`src/rtl/lspe_pkg.sv`:
```
// shared types and codes for the lsb stego payload extractor
// no dependencies; imported by every module of the block
`default_nettype none

package lspe_pkg;

    localparam int HEADER_BYTES_DEF = 54;
    localparam int EXT_MAX_DEF      = 4;

    // result queue between parser and output stage
    localparam int QUEUE_DEPTH = 4;
    localparam int QPTR_W      = $clog2(QUEUE_DEPTH);
    localparam int QCNT_W      = $clog2(QUEUE_DEPTH + 1);

    // configuration register indexes
    localparam logic CFG_MAGIC_CHARS = 1'b0;
    localparam logic CFG_MAGIC_LEN   = 1'b1;

    // parser phases
    localparam logic [2:0] PH_HEADER = 3'd0;
    localparam logic [2:0] PH_MAGIC  = 3'd1;
    localparam logic [2:0] PH_EXTLEN = 3'd2;
    localparam logic [2:0] PH_EXT    = 3'd3;
    localparam logic [2:0] PH_SIZE   = 3'd4;
    localparam logic [2:0] PH_DATA   = 3'd5;
    localparam logic [2:0] PH_HALT   = 3'd6;

    // result kinds
    localparam logic [2:0] KIND_EXT_CHAR  = 3'd0;
    localparam logic [2:0] KIND_PAYLOAD   = 3'd1;
    localparam logic [2:0] KIND_MAGIC_ERR = 3'd2;
    localparam logic [2:0] KIND_EXT_LONG  = 3'd3;
    localparam logic [2:0] KIND_EMPTY     = 3'd4;

    typedef struct packed {
        logic [7:0] out_byte;
        logic [2:0] kind;
        logic       last;
    } t_result;

endpackage

`default_nettype wire

```
`src/rtl/lspe_parse.sv`:
```
// front end: header skip, lsb gathering and file format parsing
// depends on lspe_pkg; pushes one result per accepted byte at most
`default_nettype none

module lspe_parse #(
    parameter int HEADER_BYTES = lspe_pkg::HEADER_BYTES_DEF,
    parameter int EXT_MAX      = lspe_pkg::EXT_MAX_DEF
) (
    input  wire logic             i_clk,
    input  wire logic             i_rst_n,
    input  wire logic             i_cfg_we,
    input  wire logic             i_cfg_idx,
    input  wire logic [31:0]      i_cfg_data,
    input  wire logic             i_accept,
    input  wire logic [7:0]       i_image_byte,
    input  wire logic             i_file_start,
    output logic                  o_res_valid,
    output lspe_pkg::t_result     o_res
);
    import lspe_pkg::*;

    localparam logic [2:0] START_PHASE = (HEADER_BYTES == 0) ? PH_MAGIC : PH_HEADER;

    logic [31:0] r_magic_chars;
    logic [2:0]  r_magic_len;

    logic [2:0]  r_phase,   n_phase,   cur_phase;
    logic [5:0]  r_hdr_cnt, n_hdr_cnt, cur_hdr_cnt;
    logic [4:0]  r_bit_idx, n_bit_idx, cur_bit_idx;
    logic [31:0] r_gather,  n_gather,  cur_gather;
    logic [2:0]  r_item,    n_item,    cur_item;
    logic [2:0]  r_ext_len, n_ext_len, cur_ext_len;
    logic [31:0] r_left,    n_left,    cur_left;

    logic [31:0] gathered;
    logic        wide, word_done;
    logic [2:0]  eff_magic_len;
    logic [7:0]  expect_char;
    logic [3:0]  item_inc;
    logic [31:0] left_dec;

    always_ff @(posedge i_clk) begin
        if (!i_rst_n) begin
            r_magic_chars <= '0;
            r_magic_len   <= 3'd2;
        end else if (i_cfg_we) begin
            case (i_cfg_idx)
                CFG_MAGIC_CHARS: r_magic_chars <= i_cfg_data;
                CFG_MAGIC_LEN:   r_magic_len   <= i_cfg_data[2:0];
                default:         r_magic_len   <= r_magic_len;
            endcase
        end
    end

    always_comb begin
        // a file start restarts parsing on this very byte
        cur_phase   = i_file_start ? START_PHASE : r_phase;
        cur_hdr_cnt = i_file_start ? '0 : r_hdr_cnt;
        cur_bit_idx = i_file_start ? '0 : r_bit_idx;
        cur_gather  = i_file_start ? '0 : r_gather;
        cur_item    = i_file_start ? '0 : r_item;
        cur_ext_len = i_file_start ? '0 : r_ext_len;
        cur_left    = i_file_start ? '0 : r_left;

        eff_magic_len = (r_magic_len == 3'd0) ? 3'd1 :
                        (r_magic_len > 3'd4)  ? 3'd4 : r_magic_len;
        expect_char   = r_magic_chars[{cur_item[1:0], 3'b000} +: 8];
        item_inc      = {1'b0, cur_item} + 4'd1;
        left_dec      = cur_left - 32'd1;

        wide      = (cur_phase == PH_EXTLEN) || (cur_phase == PH_SIZE);
        gathered  = cur_gather | (32'(i_image_byte[0]) << cur_bit_idx);
        word_done = (cur_bit_idx == (wide ? 5'd31 : 5'd7));

        n_phase   = cur_phase;
        n_hdr_cnt = cur_hdr_cnt;
        n_bit_idx = cur_bit_idx;
        n_gather  = cur_gather;
        n_item    = cur_item;
        n_ext_len = cur_ext_len;
        n_left    = cur_left;

        o_res_valid    = 1'b0;
        o_res.out_byte = gathered[7:0];
        o_res.kind     = KIND_PAYLOAD;
        o_res.last     = 1'b0;

        if (cur_phase == PH_HEADER) begin
            n_hdr_cnt = cur_hdr_cnt + 6'd1;
            if (n_hdr_cnt == 6'(HEADER_BYTES)) begin
                n_phase = PH_MAGIC;
            end
        end else if (cur_phase >= PH_MAGIC && cur_phase <= PH_DATA) begin
            if (!word_done) begin
                n_bit_idx = cur_bit_idx + 5'd1;
                n_gather  = gathered;
            end else begin
                n_bit_idx = '0;
                n_gather  = '0;
                case (cur_phase)
                    PH_MAGIC: begin
                        if (gathered != {24'd0, expect_char}) begin
                            n_phase        = PH_HALT;
                            o_res_valid    = 1'b1;
                            o_res.out_byte = '0;
                            o_res.kind     = KIND_MAGIC_ERR;
                            o_res.last     = 1'b1;
                        end else if (item_inc >= {1'b0, eff_magic_len}) begin
                            n_item  = '0;
                            n_phase = PH_EXTLEN;
                        end else begin
                            n_item = item_inc[2:0];
                        end
                    end
                    PH_EXTLEN: begin
                        if (gathered > 32'(EXT_MAX)) begin
                            n_phase        = PH_HALT;
                            o_res_valid    = 1'b1;
                            o_res.out_byte = '0;
                            o_res.kind     = KIND_EXT_LONG;
                            o_res.last     = 1'b1;
                        end else begin
                            n_ext_len = gathered[2:0];
                            n_item    = '0;
                            n_phase   = (gathered[2:0] == 3'd0) ? PH_SIZE : PH_EXT;
                        end
                    end
                    PH_EXT: begin
                        o_res_valid = 1'b1;
                        o_res.kind  = KIND_EXT_CHAR;
                        if (item_inc >= {1'b0, cur_ext_len}) begin
                            n_item  = '0;
                            n_phase = PH_SIZE;
                        end else begin
                            n_item = item_inc[2:0];
                        end
                    end
                    PH_SIZE: begin
                        n_left = gathered;
                        if (gathered == 32'd0) begin
                            n_phase        = PH_HALT;
                            o_res_valid    = 1'b1;
                            o_res.out_byte = '0;
                            o_res.kind     = KIND_EMPTY;
                            o_res.last     = 1'b1;
                        end else begin
                            n_phase = PH_DATA;
                        end
                    end
                    default: begin
                        n_left      = left_dec;
                        o_res_valid = 1'b1;
                        o_res.kind  = KIND_PAYLOAD;
                        if (left_dec == 32'd0) begin
                            n_phase    = PH_HALT;
                            o_res.last = 1'b1;
                        end
                    end
                endcase
            end
        end
        // halted and unused phase codes ignore the byte

        if (!i_accept) begin
            o_res_valid = 1'b0;
        end
    end

    always_ff @(posedge i_clk) begin
        if (!i_rst_n) begin
            r_phase   <= START_PHASE;
            r_hdr_cnt <= '0;
            r_bit_idx <= '0;
            r_gather  <= '0;
            r_item    <= '0;
            r_ext_len <= '0;
            r_left    <= '0;
        end else if (i_accept) begin
            r_phase   <= n_phase;
            r_hdr_cnt <= n_hdr_cnt;
            r_bit_idx <= n_bit_idx;
            r_gather  <= n_gather;
            r_item    <= n_item;
            r_ext_len <= n_ext_len;
            r_left    <= n_left;
        end
    end

    // every terminating kind closes the stream
    assert property (@(posedge i_clk) disable iff (!i_rst_n)
        o_res_valid && (o_res.kind == KIND_MAGIC_ERR || o_res.kind == KIND_EXT_LONG ||
                        o_res.kind == KIND_EMPTY) |-> o_res.last)
        else $error("terminating result without last");

    // a last result always leaves the parser halted
    assert property (@(posedge i_clk) disable iff (!i_rst_n)
        o_res_valid && o_res.last |=> r_phase == PH_HALT)
        else $error("parser not halted after last result");

    // bit index stays within the width of the current word
    assert property (@(posedge i_clk) disable iff (!i_rst_n)
        (r_phase == PH_MAGIC || r_phase == PH_EXT || r_phase == PH_DATA) |->
            r_bit_idx < 5'd8)
        else $error("bit index beyond byte width");

endmodule

`default_nettype wire

```
`src/rtl/lspe_fifo.sv`:
```
// short result queue between the parser and the output stage
// depends on lspe_pkg for the result type and depth
`default_nettype none

module lspe_fifo (
    input  wire logic             i_clk,
    input  wire logic             i_rst_n,
    input  wire logic             i_push,
    input  wire lspe_pkg::t_result i_wr_data,
    input  wire logic             i_pop,
    output lspe_pkg::t_result     o_rd_data,
    output logic                  o_empty,
    output logic                  o_full
);
    import lspe_pkg::*;

    t_result              r_mem [QUEUE_DEPTH];
    logic [QPTR_W-1:0]    r_wr_ptr, r_rd_ptr;
    logic [QCNT_W-1:0]    r_count;

    assign o_empty   = (r_count == '0);
    assign o_full    = (r_count == QCNT_W'(QUEUE_DEPTH));
    assign o_rd_data = r_mem[r_rd_ptr];

    always_ff @(posedge i_clk) begin
        if (i_push) begin
            r_mem[r_wr_ptr] <= i_wr_data;
        end
    end

    always_ff @(posedge i_clk) begin
        if (!i_rst_n) begin
            r_wr_ptr <= '0;
            r_rd_ptr <= '0;
            r_count  <= '0;
        end else begin
            if (i_push) begin
                r_wr_ptr <= r_wr_ptr + QPTR_W'(1);
            end
            if (i_pop) begin
                r_rd_ptr <= r_rd_ptr + QPTR_W'(1);
            end
            case ({i_push, i_pop})
                2'b10:   r_count <= r_count + QCNT_W'(1);
                2'b01:   r_count <= r_count - QCNT_W'(1);
                default: r_count <= r_count;
            endcase
        end
    end

    assert property (@(posedge i_clk) disable iff (!i_rst_n)
        r_count <= QCNT_W'(QUEUE_DEPTH))
        else $error("queue count overflow");

    assert property (@(posedge i_clk) disable iff (!i_rst_n)
        !(i_push && o_full) && !(i_pop && o_empty))
        else $error("queue push when full or pop when empty");

    assert property (@(posedge i_clk) disable iff (!i_rst_n)
        i_push && !i_pop |=> r_count == $past(r_count) + QCNT_W'(1))
        else $error("queue count did not follow push");

endmodule

`default_nettype wire

```
`src/rtl/lspe_out.sv`:
```
// back end: output register that drives the master stream
// depends on lspe_pkg; pulls results from the queue
`default_nettype none

module lspe_out (
    input  wire logic             i_clk,
    input  wire logic             i_rst_n,
    input  wire logic             i_q_empty,
    input  wire lspe_pkg::t_result i_q_data,
    output logic                  o_q_pop,
    output logic                  o_valid,
    input  wire logic             i_ready,
    output lspe_pkg::t_result     o_res
);
    import lspe_pkg::*;

    logic    r_valid;
    t_result r_res;
    logic    load;

    // register is free when empty or being drained this cycle
    assign load    = !r_valid || i_ready;
    assign o_q_pop = load && !i_q_empty;
    assign o_valid = r_valid;
    assign o_res   = r_res;

    always_ff @(posedge i_clk) begin
        if (!i_rst_n) begin
            r_valid <= 1'b0;
        end else if (load) begin
            r_valid <= !i_q_empty;
        end
    end

    always_ff @(posedge i_clk) begin
        if (o_q_pop) begin
            r_res <= i_q_data;
        end
    end

    assert property (@(posedge i_clk) disable iff (!i_rst_n)
        o_q_pop |=> r_valid)
        else $error("popped result not presented");

    assert property (@(posedge i_clk) disable iff (!i_rst_n)
        r_valid && !i_ready |=> r_valid && r_res == $past(r_res))
        else $error("stalled result lost");

    assert property (@(posedge i_clk) disable iff (!i_rst_n)
        !r_valid |-> !(r_valid && i_ready))
        else $error("transfer without valid result");

endmodule

`default_nettype wire

```
`src/rtl/lsb_stego_payload_extractor_unit.sv`:
```
// lsb stego payload extractor: one carrier byte per cycle in, decoded bytes out
// a result is queued when its byte is accepted, then moved to the output register
// throughput: one image byte per cycle; the parser steps on every accepted byte
// s_tready drops only when the 4-entry result queue is full
// reset (synchronous, active low) clears parser state, queue and config to defaults
// depends on lspe_pkg, lspe_parse, lspe_fifo, lspe_out
`default_nettype none

module lsb_stego_payload_extractor_unit #(
    parameter int HEADER_BYTES = lspe_pkg::HEADER_BYTES_DEF,
    parameter int EXT_MAX      = lspe_pkg::EXT_MAX_DEF
) (
    input  wire logic        i_clk,
    input  wire logic        i_rst_n,
    input  wire logic        i_cfg_we,
    input  wire logic        i_cfg_idx,
    input  wire logic [31:0] i_cfg_data,
    input  wire logic        s_tvalid,
    output logic             s_tready,
    input  wire logic [7:0]  s_tdata,   // [7:0] image_byte
    input  wire logic        s_tuser,   // [0] file_start
    output logic             m_tvalid,
    input  wire logic        m_tready,
    output logic [7:0]       m_tdata,   // [7:0] out_byte
    output logic [2:0]       m_tuser,   // [2:0] kind
    output logic             m_tlast
);
    import lspe_pkg::*;

    logic    accept;
    logic    res_valid;
    t_result res, q_data, out_res;
    logic    q_empty, q_full, q_pop;

    assign s_tready = !q_full;
    assign accept   = s_tvalid && s_tready;

    lspe_parse #(
        .HEADER_BYTES(HEADER_BYTES),
        .EXT_MAX     (EXT_MAX)
    ) u_parse (
        .i_clk       (i_clk),
        .i_rst_n     (i_rst_n),
        .i_cfg_we    (i_cfg_we),
        .i_cfg_idx   (i_cfg_idx),
        .i_cfg_data  (i_cfg_data),
        .i_accept    (accept),
        .i_image_byte(s_tdata),
        .i_file_start(s_tuser),
        .o_res_valid (res_valid),
        .o_res       (res)
    );

    lspe_fifo u_fifo (
        .i_clk    (i_clk),
        .i_rst_n  (i_rst_n),
        .i_push   (res_valid),
        .i_wr_data(res),
        .i_pop    (q_pop),
        .o_rd_data(q_data),
        .o_empty  (q_empty),
        .o_full   (q_full)
    );

    lspe_out u_out (
        .i_clk    (i_clk),
        .i_rst_n  (i_rst_n),
        .i_q_empty(q_empty),
        .i_q_data (q_data),
        .o_q_pop  (q_pop),
        .o_valid  (m_tvalid),
        .i_ready  (m_tready),
        .o_res    (out_res)
    );

    assign m_tdata = out_res.out_byte;
    assign m_tuser = out_res.kind;
    assign m_tlast = out_res.last;

endmodule

`default_nettype wire

```
`config.mk`:
```
export PLATFORM = sky130hd
export DESIGN_NAME = lsb_stego_payload_extractor_unit
export DESIGN_NICKNAME = d
export VERILOG_FILES = /design/src/rtl/lspe_pkg.sv /design/src/rtl/lspe_parse.sv /design/src/rtl/lspe_fifo.sv /design/src/rtl/lspe_out.sv /design/src/rtl/lsb_stego_payload_extractor_unit.sv
export SDC_FILE = /design/constraint.sdc
export NUM_CORES = 1
export LEC_CHECK = 0
export BUFFER_PORTS_ARGS = -buffer_cell sky130_fd_sc_hd__buf_2
export CAP_MARGIN = 20
export CELL_PAD_IN_SITES_DETAIL_PLACEMENT = 0
export CELL_PAD_IN_SITES_GLOBAL_PLACEMENT = 2
export CORE_MARGIN = 2
export CORE_UTILIZATION = 41
export CTS_CLUSTER_DIAMETER = 40
export CTS_CLUSTER_SIZE = 10
export DETAILED_ROUTE_END_ITERATION = 6
export GPL_TIMING_DRIVEN = 0
export PLACE_DENSITY_LB_ADDON = 0.1
export SLEW_MARGIN = 30
export SYNTH_ARGS = -nofsm -noshare
export SYNTH_HDL_FRONTEND = slang
export SYNTH_SLANG_ARGS = --single-unit
```
`constraint.sdc`:
```
create_clock -name i_clk -period 8.05 [get_ports i_clk]
set_input_delay 0.4025 -clock i_clk [delete_from_list [all_inputs] [get_ports i_clk]]
set_output_delay 0.4025 -clock i_clk [all_outputs]
set_load 0.005 [all_outputs]
```
==> reports/qor.yml <==
cts:
  clock_latency_ps: 460
  root_buffer: "clkbuf_16"
  cts_resized: 0
  holdBufCountCts: 0
  clk_pin_slew_ps: 90
  cts_buffers: 17
  cts_tree: "done"
  clock-sinks: 187
  clockBufferDepth: 2
  htree_levels: 4
  cts_setup_buffers: 0
routing:
  wl_per_cell_um: 23.8
  drt_iter0_drc: 1090
  vias: 10200
  antenna_left: 0
  dr.pass1.iters: 5
  wirelength_mm: 39.9
  drc: 0
  drt-vias-per-instance: 6.05
finish:
  final_common_cell: "nand2_1"
  drive_gt1_share_pct: 11.7
  fin_area_um2: 12000
  finalNetCount: 1399
  layout_common_cells: "160 x nand2_1, 154 x nor2_1, 127 x dfxtp_1"
  fillers: 2558
  syn_to_final_growth_pct: 12.6
sta:
  finalMaxSlewViolations: 0
  setup_slack_ps: 1550
  relSlewSlack_pct: 31.4
  min_period_over_period_pct: 80.8
  min_period_ps: 6500
  max_freq_mhz: 154
  final_hold_viol_count: 0
  rsz0062_at_grt: "no"
  setup_tns_ps: 0
  clock_skew_ps: 31.2
  tightest_slew_ps: 1020
  setup_viol: 0
worst_hold_path:
  hold_class: "input pin to flop"
  hold_path_depth: 3
  hold_end: "u_parse.r_magic_chars[21]"
  hp-start: "i_cfg_data[21]"
run:
  cap_violations: 0
critical_path:
  crit_slowest_cell: "buf_1"
  ff2ff_path_depth: 16
  timing.rr.start: "u_parse.r_bit_idx[1]"
  critical_path_buf_inv_count: 8
  worst_path_largest_cell_delay_ps: 780
  reg2reg_slack_ps: 3340
  critical_path_class: "input pin to flop"
  end_kind: "flop"
  start_kind: "input pin"
  r2r-end: "u_fifo.r_count[2]"
  cp_top_family: "buffers and inverters"
  crit_fanout: 10
  crit_path_frequent_cell: "clkbuf_1"
  cp.required_ps: 8210
  path_cells: "buf_2 > buf_2 > inv_1 > clkbuf_1 > clkbuf_1 > clkbuf_1 > buf_1 > nand2_1 > ha_1 > and2b_1 > nand4_2 > clkbuf_1 > o311a_2 > nand4_1 > a221o_1 > nor4_4 > nor2_1 > a311oi_1"
  crit_arrival_ps: 6660
  startpoint: "s_tuser"
power_and_ir_drop:
  pwr_density_cell_nw_per_um2: 191
  power.leakage_nw: 4.24
  ir_worst_vdd_mv: 0.152
synthesis:
  synth-edff-count: 60
  synth.area.mux_share_pct: 4.19
  ys_seq_area_share_pct: 40.8
  ys_warn_count: 0
  yosys.area_share.simple_pct: 22.6
  synth-compound-area-share_pct: 22.6
  syn_area_um2: 10700
  async_reset_ff_share_pct: 0
  syn_inst: 1263
  ys_ff_latch: 187
  avgSynthCellArea_um2: 8.43
  yosys-top-cells-area: "dfxtp_1 24%, edfxtp_1 17%, nand2_1 5.6%"
  yosysUniqueCellTypes: 93
  synth_nets: 1327
  synth_adder_area_share_pct: 2.26
  synth_top_area_share_pct: 23.9
  yosys.area_share.xor_xnor_pct: 2.14
  yosys.area.top_type: "dfxtp_1"
  ys.flop_type: "dfxtp_1"
  synth_top_family_by_area: "compound AO/OA/AOI/OAI gates"
floorplan:
  die_y_um: 165
  rows: 58
  io_pins: 61
  core_area_um2: 25300
  die-area_um2: 27300
  start_util_pct: 42.1
  die_x_um: 165
place:
  dp_slack_ps: 1240
  place_area_um2: 11300
  dp_hpwl_mm: 29.2
  port-buffer-count: 52
  place_congestion: 0.955
global_route:
  grt_max_degree: 25
  antenna_found_initial: 2
  grt_pass1_vias: 9485
  grt_pass1_wl_mm: 59.6
  grtUsageTotal_pct: 29.6
  grt.overflow.total: 0
outcome:
  status: "finished, final reports clean"
[kinds of logic after synthesis]
kind of cell,Yosys count
DFF,187
buffers and inverters,132
muxes,29
AOI/OAI and AO/OA,371
adders and majority gates,19
and+or+nand+nor,499
xor gates and xnor gates,26
[per-stage QoR]
| stage | cells | power (mW) | hold slack [ps] | utilization [%] |
|---|---|---|---|---|
| CTS | 1677 | 2.30 | 169 | 47.3 |
| global placement | 1645 | 1.37 | 444 | 44.7 |
| finish | 1679 | 2.29 | 173 | 47.4 |
| detailed placement | 1645 | 1.37 | 450 | 44.8 |
| global route | 1678 | 2.37 | 185 | 47.4 |
| floorplan | 1263 | 1.25 | 432 | - |
[synthesized netlist by cell type, types with 5 or more instances]
| library cell | n |
|---|---|
| nand2_1 | 160 |
| nor2_1 | 154 |
| dfxtp_1 | 127 |
| a21oi_1 | 115 |
| clkbuf_1 | 73 |
| o21ai_0 | 72 |
| edfxtp_1 | 60 |
| a22oi_1 | 38 |
| nor3_1 | 31 |
| inv_1 | 28 |
| nand3_1 | 27 |
| a31oi_1 | 21 |
| nor2b_1 | 17 |
| ha_1 | 16 |
| nand4_1 | 16 |
| buf_2 | 14 |
| a32oi_1 | 13 |
| nor4_1 | 13 |
| xnor2_1 | 13 |
| xor2_1 | 13 |
| and2_1 | 12 |
| mux2i_1 | 12 |
| mux4_2 | 12 |
| a211oi_1 | 11 |
| o211ai_1 | 9 |
| or4_1 | 9 |
| buf_1 | 8 |
| nand2b_1 | 8 |
| and3_1 | 7 |
| o22ai_1 | 7 |
| o21bai_1 | 6 |
| o221ai_1 | 6 |
| o31ai_1 | 6 |
| a2bb2oi_1 | 5 |
| a311oi_1 | 5 |
| a41oi_1 | 5 |
| and3b_1 | 5 |
| clkbuf_8 | 5 |
| mux2_2 | 5 |
| nor3b_1 | 5 |
| or3_1 | 5 |
[power by group]
part	total, mW	switching, mW	internal [mW]
sequential	1.04	0.0181	1.03
clock	0.935	0.490	0.445
combinational	0.308	0.203	0.105
[routing by layer]
layer	track usage, %	vias to the layer above	part of all wire (%)
met5	0	-	0.033
met4	6.60	2	1.8
met3	5.24	51	6.8
met2	45.7	389	44
met1	43.1	4927	48
li1	-	4782	-
[sequential cells by signal, summed over array words and instances (netlist names)]
register,cells
u_fifo.r_count,3
u_fifo.r_mem,48
u_fifo.r_rd_ptr,2
u_fifo.r_wr_ptr,2
u_out.o_res,12
u_out.o_valid,1
u_parse.r_bit_idx,5
u_parse.r_ext_len,3
u_parse.r_gather,32
u_parse.r_hdr_cnt,6
u_parse.r_item,3
u_parse.r_left,32
u_parse.r_magic_chars,32
u_parse.r_magic_len,3
u_parse.r_phase,3
[worst max path at each step]
stage,to,cells past startpoint
finish,u_fifo.r_mem[0][0],18
floorplan,u_fifo.r_mem[0][0],17
global placement,u_fifo.r_mem[0][0],18
detailed placement,u_fifo.r_mem[0][0],18
CTS,u_fifo.r_mem[0][0],18
global route,u_fifo.r_mem[0][0],18
[cell type report]
type / count / area (um^2) / share of cell area, %
antenna: 1 / 2.50 / 0.0209
buffer: 104 / 479 / 3.99
clock buffer: 17 / 425 / 3.55
clock inverter: 15 / 218 / 1.81
inverter: 28 / 105 / 0.876
multi-input combinational: 944 / 5750 / 47.9
sequential: 187 / 4340 / 36.2
tap: 330 / 413 / 3.44
timing repair buffer: 53 / 265 / 2.21
[worst register-to-register path: cells and delay by family (launching register included)]
| family | cells | cell delay [ps] |
|---|---|---|
| buffers and inverters | 4 | 700 |
| flip-flops | 1 | 320 |
| XOR/XNOR | 1 | 70 |
| AND/OR/NAND/NOR | 6 | 1940 |
| AO/OA/AOI/OAI | 3 | 1180 |
| adder cells (fa/ha/maj) | 2 | 410 |
(Power assumes the default switching activity.)
